==> src/sv/pee_pkg.sv <==
// Shared types and constants of the postfix expression evaluator.
package pee_pkg;

   localparam logic [7:0] SymOpen  = 8'h5B;
   localparam logic [7:0] SymClose = 8'h5D;
   localparam logic [7:0] SymAdd   = 8'h2B;
   localparam logic [7:0] SymSub   = 8'h2D;
   localparam logic [7:0] SymMul   = 8'h2A;
   localparam logic [7:0] SymDiv   = 8'h2F;
   localparam logic [7:0] SymMod   = 8'h25;
   localparam logic [7:0] SymPow   = 8'h5E;
   localparam logic [7:0] SymEnd   = 8'h00;
   localparam logic [31:0] PopEmpty = 32'hFFFF_FFFF;

   // controller to datapath
   typedef struct packed {
      logic load_sym;    // capture input symbol
      logic frame_step;  // handle a byte inside/opening a frame
      logic pop_right;   // pop into right operand
      logic pop_left;    // pop into left operand
      logic start_alu;   // start operator on left/right
      logic push_res;    // push operator result
      logic pop_answer;  // pop final answer
      logic clear_expr;  // end of expression clear
   } pee_cmd_type;

   // datapath to controller
   typedef struct packed {
      logic frame_byte;  // symbol is consumed by framing
      logic is_end;      // symbol is zero
      logic alu_done;    // iterative unit finished
   } pee_status_type;

endpackage

==> src/sv/pee_datapath.sv <==
// Datapath: operand stack, number framing, error flags and iterative ALU.
module pee_datapath
   import pee_pkg::*;
#(
   parameter int STACK_DEPTH = 16
) (
   input  logic           clock,
   input  logic           reset,
   input  logic [7:0]     symbol,
   input  pee_cmd_type    cmd,
   output pee_status_type status,
   output logic [31:0]    answer,
   output logic [2:0]     flags
);

   localparam int PtrW = $clog2(STACK_DEPTH);
   localparam int CntW = $clog2(STACK_DEPTH + 1);
   localparam logic [CntW-1:0] DepthC = CntW'(STACK_DEPTH);

   logic [31:0] stack_mem [STACK_DEPTH];
   logic [CntW-1:0] count_ff, count_in;
   logic [7:0]  sym_ff;
   logic [31:0] num_ff, num_in;
   logic        inbr_ff, inbr_in, stop_ff, stop_in;
   logic [2:0]  err_ff, err_in;
   logic [31:0] left_ff, right_ff;
   logic [PtrW-1:0] rd_addr;
   logic        empty, full;
   logic        op_known;

   assign empty   = (count_ff == '0);
   assign full    = (count_ff >= DepthC);
   assign rd_addr = PtrW'(count_ff - CntW'(1));

   // unknown bytes pop their operands and push nothing
   assign op_known = sym_ff inside {SymAdd, SymSub, SymMul, SymDiv, SymMod, SymPow};

   // ------------------------------------------------------------------
   // iterative unit: restoring divider and square-and-multiply power
   logic [5:0]  it_ff, it_in;
   logic        busy_ff, busy_in, done_ff, done_in;
   logic [31:0] rem_ff, rem_in, quo_ff, quo_in;   // divider, or acc/sq for power
   logic [31:0] dvs_ff, dvs_in, exp_ff, exp_in;
   logic [31:0] res_ff, res_in;
   logic        qneg_ff, qneg_in, rneg_ff, rneg_in, isdiv_ff, isdiv_in;
   logic [32:0] trial;
   logic [31:0] nrem, acc_mul, sq_mul;
   logic [31:0] abs_l, abs_r;

   assign abs_l = left_ff[31]  ? 32'(-left_ff)  : left_ff;
   assign abs_r = right_ff[31] ? 32'(-right_ff) : right_ff;
   assign nrem  = {rem_ff[30:0], quo_ff[31]};
   assign trial = {1'b0, nrem} - {1'b0, dvs_ff};
   assign acc_mul = rem_ff * quo_ff;
   assign sq_mul  = quo_ff * quo_ff;

   always_comb begin
      it_in = it_ff; busy_in = busy_ff; done_in = 1'b0;
      rem_in = rem_ff; quo_in = quo_ff; dvs_in = dvs_ff; exp_in = exp_ff;
      res_in = res_ff; qneg_in = qneg_ff; rneg_in = rneg_ff; isdiv_in = isdiv_ff;
      err_in = err_ff;
      if (cmd.start_alu) begin
         busy_in = 1'b0; done_in = 1'b1; isdiv_in = 1'b0;
         case (sym_ff)
            SymAdd: res_in = left_ff + right_ff;
            SymSub: res_in = left_ff - right_ff;
            SymMul: res_in = left_ff * right_ff;
            SymDiv, SymMod: begin
               if (right_ff == '0) begin
                  res_in = '0; err_in[2] = 1'b1;
               end else begin
                  busy_in = 1'b1; done_in = 1'b0; isdiv_in = 1'b1;
                  rem_in = '0; quo_in = abs_l; dvs_in = abs_r; it_in = '0;
                  qneg_in = left_ff[31] ^ right_ff[31]; rneg_in = left_ff[31];
               end
            end
            SymPow: begin
               if (right_ff[31]) begin
                  if (left_ff == 32'd1) res_in = 32'd1;
                  else if (left_ff == PopEmpty)
                     res_in = right_ff[0] ? PopEmpty : 32'd1;
                  else res_in = '0;
               end else begin
                  busy_in = 1'b1; done_in = 1'b0;
                  rem_in = 32'd1; quo_in = left_ff; exp_in = right_ff; it_in = '0;
               end
            end
            default: res_in = '0;
         endcase
      end else if (busy_ff) begin
         it_in = it_ff + 6'd1;
         if (isdiv_ff) begin
            // one quotient bit a cycle
            if (!trial[32]) begin
               rem_in = trial[31:0]; quo_in = {quo_ff[30:0], 1'b1};
            end else begin
               rem_in = nrem; quo_in = {quo_ff[30:0], 1'b0};
            end
            if (it_ff == 6'd31) begin
               busy_in = 1'b0; done_in = 1'b1;
               if (sym_ff == SymDiv) res_in = qneg_ff ? 32'(-quo_in) : quo_in;
               else res_in = rneg_ff ? 32'(-rem_in) : rem_in;
            end
         end else begin
            // one exponent bit a cycle
            if (exp_ff[0]) rem_in = acc_mul;
            quo_in = sq_mul;
            exp_in = exp_ff >> 1;
            if (exp_ff == '0) begin
               busy_in = 1'b0; done_in = 1'b1; res_in = rem_ff;
               rem_in = rem_ff;
            end
         end
      end
      // stack errors and clears
      if ((cmd.pop_right || cmd.pop_left || cmd.pop_answer) && empty) err_in[0] = 1'b1;
      if (cmd.push_res && op_known && full) err_in[1] = 1'b1;
      if (cmd.frame_step && inbr_ff && sym_ff == SymClose && full) err_in[1] = 1'b1;
      if (cmd.clear_expr) err_in = '0;
   end

   // ------------------------------------------------------------------
   // framing and stack count
   always_comb begin
      num_in = num_ff; inbr_in = inbr_ff; stop_in = stop_ff; count_in = count_ff;
      if (cmd.frame_step) begin
         if (inbr_ff) begin
            if (sym_ff == SymClose) begin
               if (!full) count_in = count_ff + CntW'(1);
               inbr_in = 1'b0; num_in = '0; stop_in = 1'b0;
            end else if (!stop_ff && sym_ff inside {[8'h30:8'h39]}) begin
               num_in = 32'(num_ff * 32'd10) + {28'd0, sym_ff[3:0]};
            end else begin
               stop_in = 1'b1;
            end
         end else begin
            inbr_in = 1'b1; num_in = '0; stop_in = 1'b0;
         end
      end
      if ((cmd.pop_right || cmd.pop_left) && !empty) count_in = count_ff - CntW'(1);
      if (cmd.push_res && op_known && !full) count_in = count_ff + CntW'(1);
      if (cmd.clear_expr) begin
         count_in = '0; num_in = '0; inbr_in = 1'b0; stop_in = 1'b0;
      end
   end

   assign status.frame_byte = inbr_ff || (sym_ff == SymOpen);
   assign status.is_end     = (sym_ff == SymEnd);
   assign status.alu_done   = done_ff;
   assign answer = left_ff;
   assign flags  = err_ff;

   // control registers
   always_ff @(posedge clock) begin
      if (reset) begin
         count_ff <= '0; num_ff <= '0; inbr_ff <= 1'b0; stop_ff <= 1'b0;
         err_ff <= '0; busy_ff <= 1'b0; done_ff <= 1'b0; it_ff <= '0;
      end else begin
         count_ff <= count_in; num_ff <= num_in; inbr_ff <= inbr_in;
         stop_ff <= stop_in; err_ff <= err_in; busy_ff <= busy_in;
         done_ff <= done_in; it_ff <= it_in;
      end
   end

   // payload registers and stack memory
   always_ff @(posedge clock) begin
      rem_ff <= rem_in; quo_ff <= quo_in; dvs_ff <= dvs_in; exp_ff <= exp_in;
      res_ff <= res_in; qneg_ff <= qneg_in; rneg_ff <= rneg_in; isdiv_ff <= isdiv_in;
      if (cmd.load_sym) sym_ff <= symbol;
      if (cmd.pop_right) right_ff <= empty ? PopEmpty : stack_mem[rd_addr];
      if (cmd.pop_left || cmd.pop_answer) left_ff <= empty ? PopEmpty : stack_mem[rd_addr];
      if (cmd.push_res && op_known && !full) stack_mem[PtrW'(count_ff)] <= res_ff;
      if (cmd.frame_step && inbr_ff && sym_ff == SymClose && !full)
         stack_mem[PtrW'(count_ff)] <= num_ff;
   end

   // the count never exceeds the depth
   a_count_range: assert property (@(posedge clock) disable iff (reset)
      count_ff <= DepthC) else $error("stack count beyond depth");
   // a clear leaves the stack empty with no flags
   a_clear: assert property (@(posedge clock) disable iff (reset)
      cmd.clear_expr |=> (count_ff == '0 && err_ff == '0)) else $error("clear failed");
   // the unit never signals done while busy
   a_done: assert property (@(posedge clock) disable iff (reset)
      done_ff |-> !busy_ff) else $error("done while busy");

endmodule

==> src/sv/pee_ctrl.sv <==
// Controller: sequences one input item through framing, pops, ALU and push, or the final pop and result.
module pee_ctrl
   import pee_pkg::*;
(
   input  logic           clock,
   input  logic           reset,
   input  logic           req_valid,
   output logic           req_ready,
   output logic           rsp_valid,
   input  logic           rsp_ready,
   input  pee_status_type status,
   output pee_cmd_type    cmd
);

   localparam logic [2:0] StIdle  = 3'd0;
   localparam logic [2:0] StDec   = 3'd1;
   localparam logic [2:0] StLeft  = 3'd2;
   localparam logic [2:0] StAlu   = 3'd3;
   localparam logic [2:0] StWait  = 3'd4;
   localparam logic [2:0] StEnd   = 3'd5;
   localparam logic [2:0] StOut   = 3'd6;

   logic [2:0] state_ff, state_in;

   assign req_ready = (state_ff == StIdle);
   assign rsp_valid = (state_ff == StOut);

   always_comb begin
      state_in = state_ff;
      cmd = '0;
      case (state_ff)
         StIdle: if (req_valid) begin
            cmd.load_sym = 1'b1; state_in = StDec;
         end
         StDec: begin
            if (status.is_end) begin
               cmd.pop_answer = 1'b1; state_in = StEnd;
            end else if (status.frame_byte) begin
               cmd.frame_step = 1'b1; state_in = StIdle;
            end else begin
               cmd.pop_right = 1'b1; state_in = StLeft;
            end
         end
         StLeft: begin cmd.pop_left = 1'b1; state_in = StAlu; end
         StAlu:  begin cmd.start_alu = 1'b1; state_in = StWait; end
         StWait: if (status.alu_done) begin
            cmd.push_res = 1'b1; state_in = StIdle;
         end
         StEnd: state_in = StOut;
         StOut: if (rsp_ready) begin
            cmd.clear_expr = 1'b1; state_in = StIdle;
         end
         default: state_in = StIdle;
      endcase
   end

   always_ff @(posedge clock) begin
      if (reset) state_ff <= StIdle;
      else       state_ff <= state_in;
   end

   // an accepted item always leaves idle
   a_leave: assert property (@(posedge clock) disable iff (reset)
      (req_valid && req_ready) |=> state_ff == StDec) else $error("item not taken");
   // result only follows an end-of-expression pop
   a_out: assert property (@(posedge clock) disable iff (reset)
      $rose(rsp_valid) |-> $past(state_ff) == StEnd) else $error("stray result");
   // never ready while a result waits
   a_excl: assert property (@(posedge clock) disable iff (reset)
      !(req_ready && rsp_valid)) else $error("ready with result pending");

endmodule

==> src/sv/postfix_expression_evaluator_top.sv <==
// Digits and brackets go through framing only; operators pop, run the ALU and push.
// The 32-step divider and square-and-multiply unit set the longest items.
// End of expression: the zero byte pops the answer, which is then held valid until taken.
// One item is processed at a time; the next is taken after the previous completes.
// Synchronous active-high reset empties the stack and clears the flags;
// stack contents are undefined until written.
module postfix_expression_evaluator_top
   import pee_pkg::*;
#(
   parameter int STACK_DEPTH = 16
) (
   input  logic        clock,
   input  logic        reset,
   input  logic        req_valid,
   output logic        req_ready,
   input  logic [7:0]  req_symbol,
   output logic        rsp_valid,
   input  logic        rsp_ready,
   output logic signed [31:0] rsp_answer,
   output logic        rsp_stack_underflow,
   output logic        rsp_stack_overflow,
   output logic        rsp_divide_by_zero
);

   pee_cmd_type    cmd;
   pee_status_type status;
   logic [31:0]    answer;
   logic [2:0]     flags;

   pee_ctrl u_ctrl (
      .clock, .reset, .req_valid, .req_ready, .rsp_valid, .rsp_ready,
      .status, .cmd
   );

   pee_datapath #(.STACK_DEPTH(STACK_DEPTH)) u_dp (
      .clock, .reset, .symbol(req_symbol), .cmd, .status, .answer, .flags
   );

   assign rsp_answer          = answer;
   assign rsp_stack_underflow = flags[0];
   assign rsp_stack_overflow  = flags[1];
   assign rsp_divide_by_zero  = flags[2];

endmodule

==> config.mk <==
export PLATFORM = sky130hd
export DESIGN_NAME = postfix_expression_evaluator_top
export DESIGN_NICKNAME = d
export VERILOG_FILES = /design/src/sv/pee_pkg.sv /design/src/sv/pee_datapath.sv /design/src/sv/pee_ctrl.sv /design/src/sv/postfix_expression_evaluator_top.sv
export SDC_FILE = /design/constraint.sdc
export NUM_CORES = 2
export LEC_CHECK = 0
export BUFFER_PORTS_ARGS = -buffer_cell sky130_fd_sc_hd__buf_2
export CAP_MARGIN = 10
export CORE_ASPECT_RATIO = 1.1
export CORE_UTILIZATION = 35
export DETAILED_ROUTE_END_ITERATION = 8
export SLEW_MARGIN = 40
export SYNTH_ARGS = -nofsm -noshare
export SYNTH_HDL_FRONTEND = slang
export SYNTH_SLANG_ARGS = --single-unit
==> constraint.sdc <==
create_clock -name clock -period 10.82 [get_ports clock]
set_input_delay 0 -clock clock [delete_from_list [all_inputs] [get_ports clock]]
set_output_delay 0 -clock clock [all_outputs]
set_load 0.005 [all_outputs]
## Yosys cells after proc, flatten, opt, wreduce, memory -nomap -nowiden

Memory sizes are Yosys's and may differ from the RTL's.
Index checks and enable logic that the tools add are counted.

| storage, ports and cells | value |
|---|---|
| flip-flop bits (word level) | 288 |
| memory bits (writable) | 512 |
| output and inout bits | 37 |
| memories kept | 1 |
| input bits | 12 |

Memories:

| memory | words | width | rd ports | clocked after Yosys merged registers in | wr ports | line | RTL |
|---|---|---|---|---|---|---|---|
| u_dp.stack_mem | 16 | 32 | 1 | 0 | 1 | pee_datapath.sv:20 | `logic [31:0] stack_mem [STACK_DEPTH];` |

| cells by class | value |
|---|---|
| order comparisons | 3 |
| mux-type cells | 106 |
| bitwise gates (word level) | 3 |
| equality and inequality tests | 33 |
| reduce and logical (&&, ||, !) cells | 43 |
| add/sub/neg operators | 11 |
| multipliers | 4 |

Operator list:

| cell | count |
|---|---|
| 32-bit two-way mux | 43 |
| 32-bit case mux with 5 select lines | 1 |
| 32-bit negation | 4 |
| 32-bit case mux with 2 select lines | 2 |
| 32-bit by 32-bit multiplier with 32-bit output | 3 |
| 32-bit logical NOT | 2 |
| 8-bit by 6-bit == test with 1-bit output, second input constant | 5 |
| 1-bit two-way mux | 38 |
| 32-bit by 32-bit subtractor with 33-bit output | 1 |
| 32-bit adder | 1 |
| 32-bit by 4-bit adder with 32-bit output | 1 |
| 32-bit by 1-bit == test with 1-bit output, second input constant | 1 |
| 32-bit == test, second input constant | 1 |
| 32-bit by 3-bit multiplier with 31-bit output, second input constant | 1 |
| 32-bit subtractor | 1 |
| 31-bit two-way mux | 1 |
| 5-bit two-way mux | 6 |
| 8-bit by 7-bit == test with 1-bit output, second input constant | 3 |
| 6-bit two-way mux | 4 |
| 3-bit case mux with 7 select lines | 1 |
| 3-bit != test, second input constant | 6 |
| 3-bit nonzero test | 5 |
| 3-bit two-way mux | 4 |
| 6-bit case mux with 2 select lines | 1 |
| 33 further kinds | 67 |

## Longest topological paths before layout

| logic depth | value |
|---|---|
| depth in word-level cells | 12 |
| mapped depth | 31 |

## Hierarchy

From an unflattened synthesis, not the netlist that was laid out.

| second synthesis, totals | value |
|---|---|
| cell total of the unflattened synthesis | 8266 |
| area, all modules | 86315.3 um^2 |

By module, submodules not included:

| module | seq. area each (um^2) | area each (um^2) | instances | cells an instance |
|---|---|---|---|---|
| pee_datapath | 23402.4 | 86083.8 | 1 | 8233 |
| pee_ctrl | 60.1 | 231.5 | 1 | 33 |

## Worst setup path before layout

OpenSTA, ideal clock, no wires.

| path | value |
|---|---|
| kind | register -> register |
| from | reg u_dp.right_ff[7] (read register of u_dp.stack_mem) |
| to | reg u_dp.res_ff[29] (data pin) |
| setup slack | 3.075 ns |
| path buffers | 3 |
| stages on the path, launching flop included | 28 |
| arrival time | 7.480 ns |
| setup time | 0.266 ns |
| cell sequence | edfxtp_1 clkbuf_1 clkbuf_1 and2_1 fa_1 fa_1 fa_1 inv_1 fa_1 inv_1 fa_1 inv_1 fa_1 inv_1 fa_1 fa_1 ha_1 clkbuf_1 nand4_1 o211ai_1 nand4_1 o21ai_0 a211oi_1 o211a_1 nor3_1 nor2_1 a211o_1 or3b_1 |

| on the way | value |
|---|---|
| longest elaborated chain between the ends | 3 |
| elaborated cells on any way between the ends | 5 |
| classes of those cells | add/sub (2); mul (1); mux (2) |

RTL lines:

| item | line | RTL |
|---|---|---|
| start, declared | pee_datapath.sv:26 | `logic [31:0] left_ff, right_ff;` |
| 32-bit by 32-bit multiplier with 32-bit output, or another cell as far along | pee_datapath.sv:67 | `SymMul: res_in = left_ff * right_ff;` |
| 32-bit case mux with 5 select lines (*) | pee_datapath.sv:64 | `case (sym_ff)` |
| 32-bit two-way mux (*) | pee_datapath.sv:62 | `if (cmd.start_alu) begin` |
| via u_dp.res_in[29] | pee_datapath.sv:44 | `logic [31:0] res_ff, res_in;` |
| end signal, assigned | pee_datapath.sv:168 | `res_ff <= res_in; qneg_ff <= qneg_in; rneg_ff <= rneg_in; isdiv_ff <= isdiv_in;` |
| end, declared | pee_datapath.sv:44 |  |

The timed path passes the listed nets; every way through them passes the cells marked *.
A chain may end at the register's enable or synchronous reset.

## Worst setup path after layout

| path | value |
|---|---|
| from | reg u_dp.right_ff[4] (read register of u_dp.stack_mem) |
| to | reg u_dp.res_ff[29] (data pin) |

Same word-level chain as after synthesis.

==> flow_summary.json <==
{
  "cts_setup_buffers": 0,
  "route.detailed.vias_per_inst": 5.32,
  "first_global_vias": 65800,
  "placement_rows": 191,
  "reg2regPathDepth": 25,
  "worst_slew_margin_rel_pct": 33.9,
  "endpoint_kind": "flop",
  "cts_htree_levels": 3,
  "fp.dieW_um": 477,
  "worst_path_class_setup": "reg2reg",
  "avg_inst_size_synth_um2": 10.3,
  "clkTransAtPathRegs_ns": 0.07,
  "post_synth_num_cell_types": 86,
  "synthToLayoutAreaGrowth_pct": 9.07,
  "synth_ff_type": "edfxtp_1",
  "ys_seq_area_share_pct": 27.1,
  "total_via_count_in_the_routed_design": 62200,
  "global_route.overflow_total": 0,
  "syn_inst": 8434,
  "number_of_antenna_violations_at_the_first_check_in_global_routing": 15,
  "effective_utilization_at_floorplan_pct": 35.2,
  "critical_path_launch_point_type": "flop",
  "timing.rr.end": "u_dp.res_ff[29]$_DFFE_PP_",
  "endpoint": "u_dp.res_ff[29]$_DFFE_PP_",
  "floorplan.die_area_um2": 250000,
  "place.detailed.hpwl_mm": 205,
  "critPathMaxFanout": 15,
  "drt_iter0_markers": 5456,
  "cts.path.max_buffers": 3,
  "drt.antenna.violating_nets": 0,
  "die_height_um": 524,
  "final_net_count": 10000,
  "worstMarginPinSlew_ns": 0.981,
  "num_io_pins": 49,
  "hold-path-cell-count": 3,
  "wl_per_cell_um": 23.3,
  "cp.arrival_ns": 9.24,
  "max_freq_mhz": 114,
  "clk_latency_ns": 0.73,
  "max_cap_violations": 0,
  "grtUsageTotal_pct": 21.9,
  "postSynthNetCount": 10100,
  "clock_sink_count": 799,
  "cts-buffers-inserted": 82,
  "routabilityCongestion": 0.959,
  "finalCritPeriodShare_pct": 81.3,
  "fin_setup_tns_ns": 0,
  "port_buffers": 48,
  "hp-start": "reset",
  "worst_r2r_startpoint": "u_dp.right_ff[4]$_DFFE_PP_",
  "grt_first_pass_wirelength_mm": 413,
  "drc_errors": 0,
  "cp_data_required_time_ns": 11.26,
  "fin_worst_skew_ns": 0.0987,
  "fillCellCount": 24100,
  "grt_max_degree": 91,
  "reg2reg_setup_slack_ns": 2.02,
  "total_of_endpoints_with_negative_setup_slack_in_the_final_report": 0,
  "slew_violations": 0,
  "layout.core_utilization_pct": 38.4,
  "worst_setup_path_startpoint": "u_dp.right_ff[4]$_DFFE_PP_",
  "layout-drive-gt1-share_pct": 8.35,
  "synth_seq_cells": 799,
  "clock_tree.root_cell": "clkbuf_16",
  "outcome": "finished, final reports clean",
  "worstHoldPathType": "in2reg",
  "synthArstFlopShare_pct": 0,
  "timing.final.hold_violations": 0,
  "mappedNetlistArea_um2": 86700,
  "drt_first_pass_iters": 7,
  "total_detailed_routing_wirelength_mm": 272,
  "edff_count_synth": 746,
  "finalWorstPathRequiredPeriod_ns": 8.80,
  "yosysWarningCount": 0,
  "grt_setup_unrepaired": "no",
  "tritoncts_clock_tree": "done",
  "design.core.area_um2": 246000
}
==> how the worst min path moves through the flow <==
stage	endpoint	slack (ns)
after floorplan	u_dp.busy_ff$_SDFF_PP0_	0.07
after global placement	u_dp.sym_ff[0]$_DFFE_PP_	0.18
after detailed placement	u_dp.sym_ff[4]$_DFFE_PP_	0.18
after CTS	u_dp.it_ff[0]$_SDFFE_PP0P_	0.28
after global routing	u_dp.it_ff[0]$_SDFFE_PP0P_	0.31
final	u_dp.it_ff[0]$_SDFFE_PP0P_	0.33
==> per-layer routing <==
metal	up-vias	track usage [%]	wire length (um)
met5	-	0	44
met4	6	9.15	12400
met3	559	3.00	19400
met2	2407	37.0	131000
met1	32200	28.2	109000
li1	27000	-	-
==> layout make-up <==
type | instances | area, um^2 | area share [%]
Clock inverter | 61 | 847 | 0.896
Tap cell | 3281 | 4110 | 4.34
Inverter | 1487 | 5580 | 5.90
Antenna cell | 10 | 25.0 | 0.0265
Timing Repair Buffer | 285 | 2340 | 2.47
Multi-Input combinational cell | 5674 | 56100 | 59.3
Clock buffer | 91 | 2090 | 2.21
Sequential cell | 799 | 23500 | 24.8
==> cells by family after synthesis <==
family          Yosys count  share of synthesized area (%)
mux                     241                           5.15
fa+ha+maj              1693                           34.7
xor+xnor                442                           4.46
buf+inv                1961                           8.51
flops                   799                           27.1
compound gates          895                           6.80
simple gates           2403                           13.3
==> state kept, by name, summed over array words and instances, names as in the netlist <==
name             count
u_dp.flags           3
u_dp.busy_ff         1
u_dp.sym_ff          8
u_dp.num_ff         32
u_dp.done_ff         1
u_dp.answer         32
u_dp.rem_ff         32
u_dp.exp_ff         31
u_dp.it_ff           6
u_dp.quo_ff         32
u_dp.res_ff         32
u_dp.count_ff        5
u_ctrl.state_ff      3
u_dp.right_ff       32
u_dp.inbr_ff         1
u_dp.rneg_ff         1
u_dp.qneg_ff         1
u_dp.stack_mem     512
u_dp.stop_ff         1
u_dp.dvs_ff         32
u_dp.isdiv_ff        1
==> per-stage QoR <==
step | setup slack, ns | area, um^2 | cells | hold slack (ns)
global route | 1.65 | 94600 | 11700 | 0.309
global placement | 2.12 | 90900 | 11500 | 0.180
detailed placement | 2.12 | 91400 | 11500 | 0.179
finish | 2.02 | 94600 | 11700 | 0.334
floorplan | 3.07 | 86700 | 8434 | 0.0691
CTS | 2.05 | 94500 | 11700 | 0.277
==> cell usage in the layout (no fill, tap or decap), types with 21 or more instances in the layout <==
cell type / count
inv_1: 1484
xor2_1: 152
mux2i_1: 41
nand2_1: 1084
mux4_2: 160
nor2_1: 260
nand3_1: 60
and3_1: 22
fa_1: 1187
nor3_1: 81
and2_1: 559
o21ai_0: 210
edfxtp_1: 746
a21oi_1: 198
a211oi_1: 54
or3_1: 44
clkbuf_16: 82
or2_2: 54
o22ai_1: 30
o211ai_1: 29
nand4_1: 40
buf_4: 175
nor2b_1: 36
nor4_1: 39
nand2b_1: 34
dlygate4sd3_1: 21
buf_6: 27
a21o_1: 65
dfxtp_1: 52
o31ai_1: 43
buf_2: 48
a31oi_1: 27
xnor2_1: 288
o21a_1: 42
ha_1: 505
mux2_2: 40
==> synthesized netlist by cell type (153+ instances only) <==
master,count,area [um^2]
a21oi_1,199,996
and2_1,559,3500
clkbuf_1,431,1620
edfxtp_1,746,22400
fa_1,1187,23800
ha_1,506,6330
inv_1,1484,5570
mux4_2,160,3600
nand2_1,1084,4070
nor2_1,278,1040
o21ai_0,211,1060
xnor2_1,289,2530
xor2_1,153,1340
==> repair_timing <==
item / CTS / global route
endpoints found under the hold margin: 38 / 0
setup endpoints to repair: 0 / 0
resized for setup: 0 / 0
hold buffers: 21 / 0
==> worst max-delay path, cell delays in order, from the launching register on <==
cell and delay (ns):
edfxtp_1 0.60, inv_1 0.41, nor2_1 0.13, fa_1 0.51
inv_1 0.05, fa_1 0.38, fa_1 0.53, fa_1 0.55
inv_1 0.05, fa_1 0.50, inv_1 0.06, fa_1 0.54
inv_1 0.06, fa_1 0.51, fa_1 0.42, ha_1 0.39
a21oi_1 0.30, nand2_1 0.09, a211oi_1 0.34, o21ai_0 0.33
a211oi_1 0.46, nor4_1 0.11, nor3_1 0.45, nor2_1 0.11
a211o_1 0.28, or3b_1 0.39
Power is left out: the tool's default activity adds up to more than one toggle a clock period on the data nets, which glitch-free logic cannot reach.
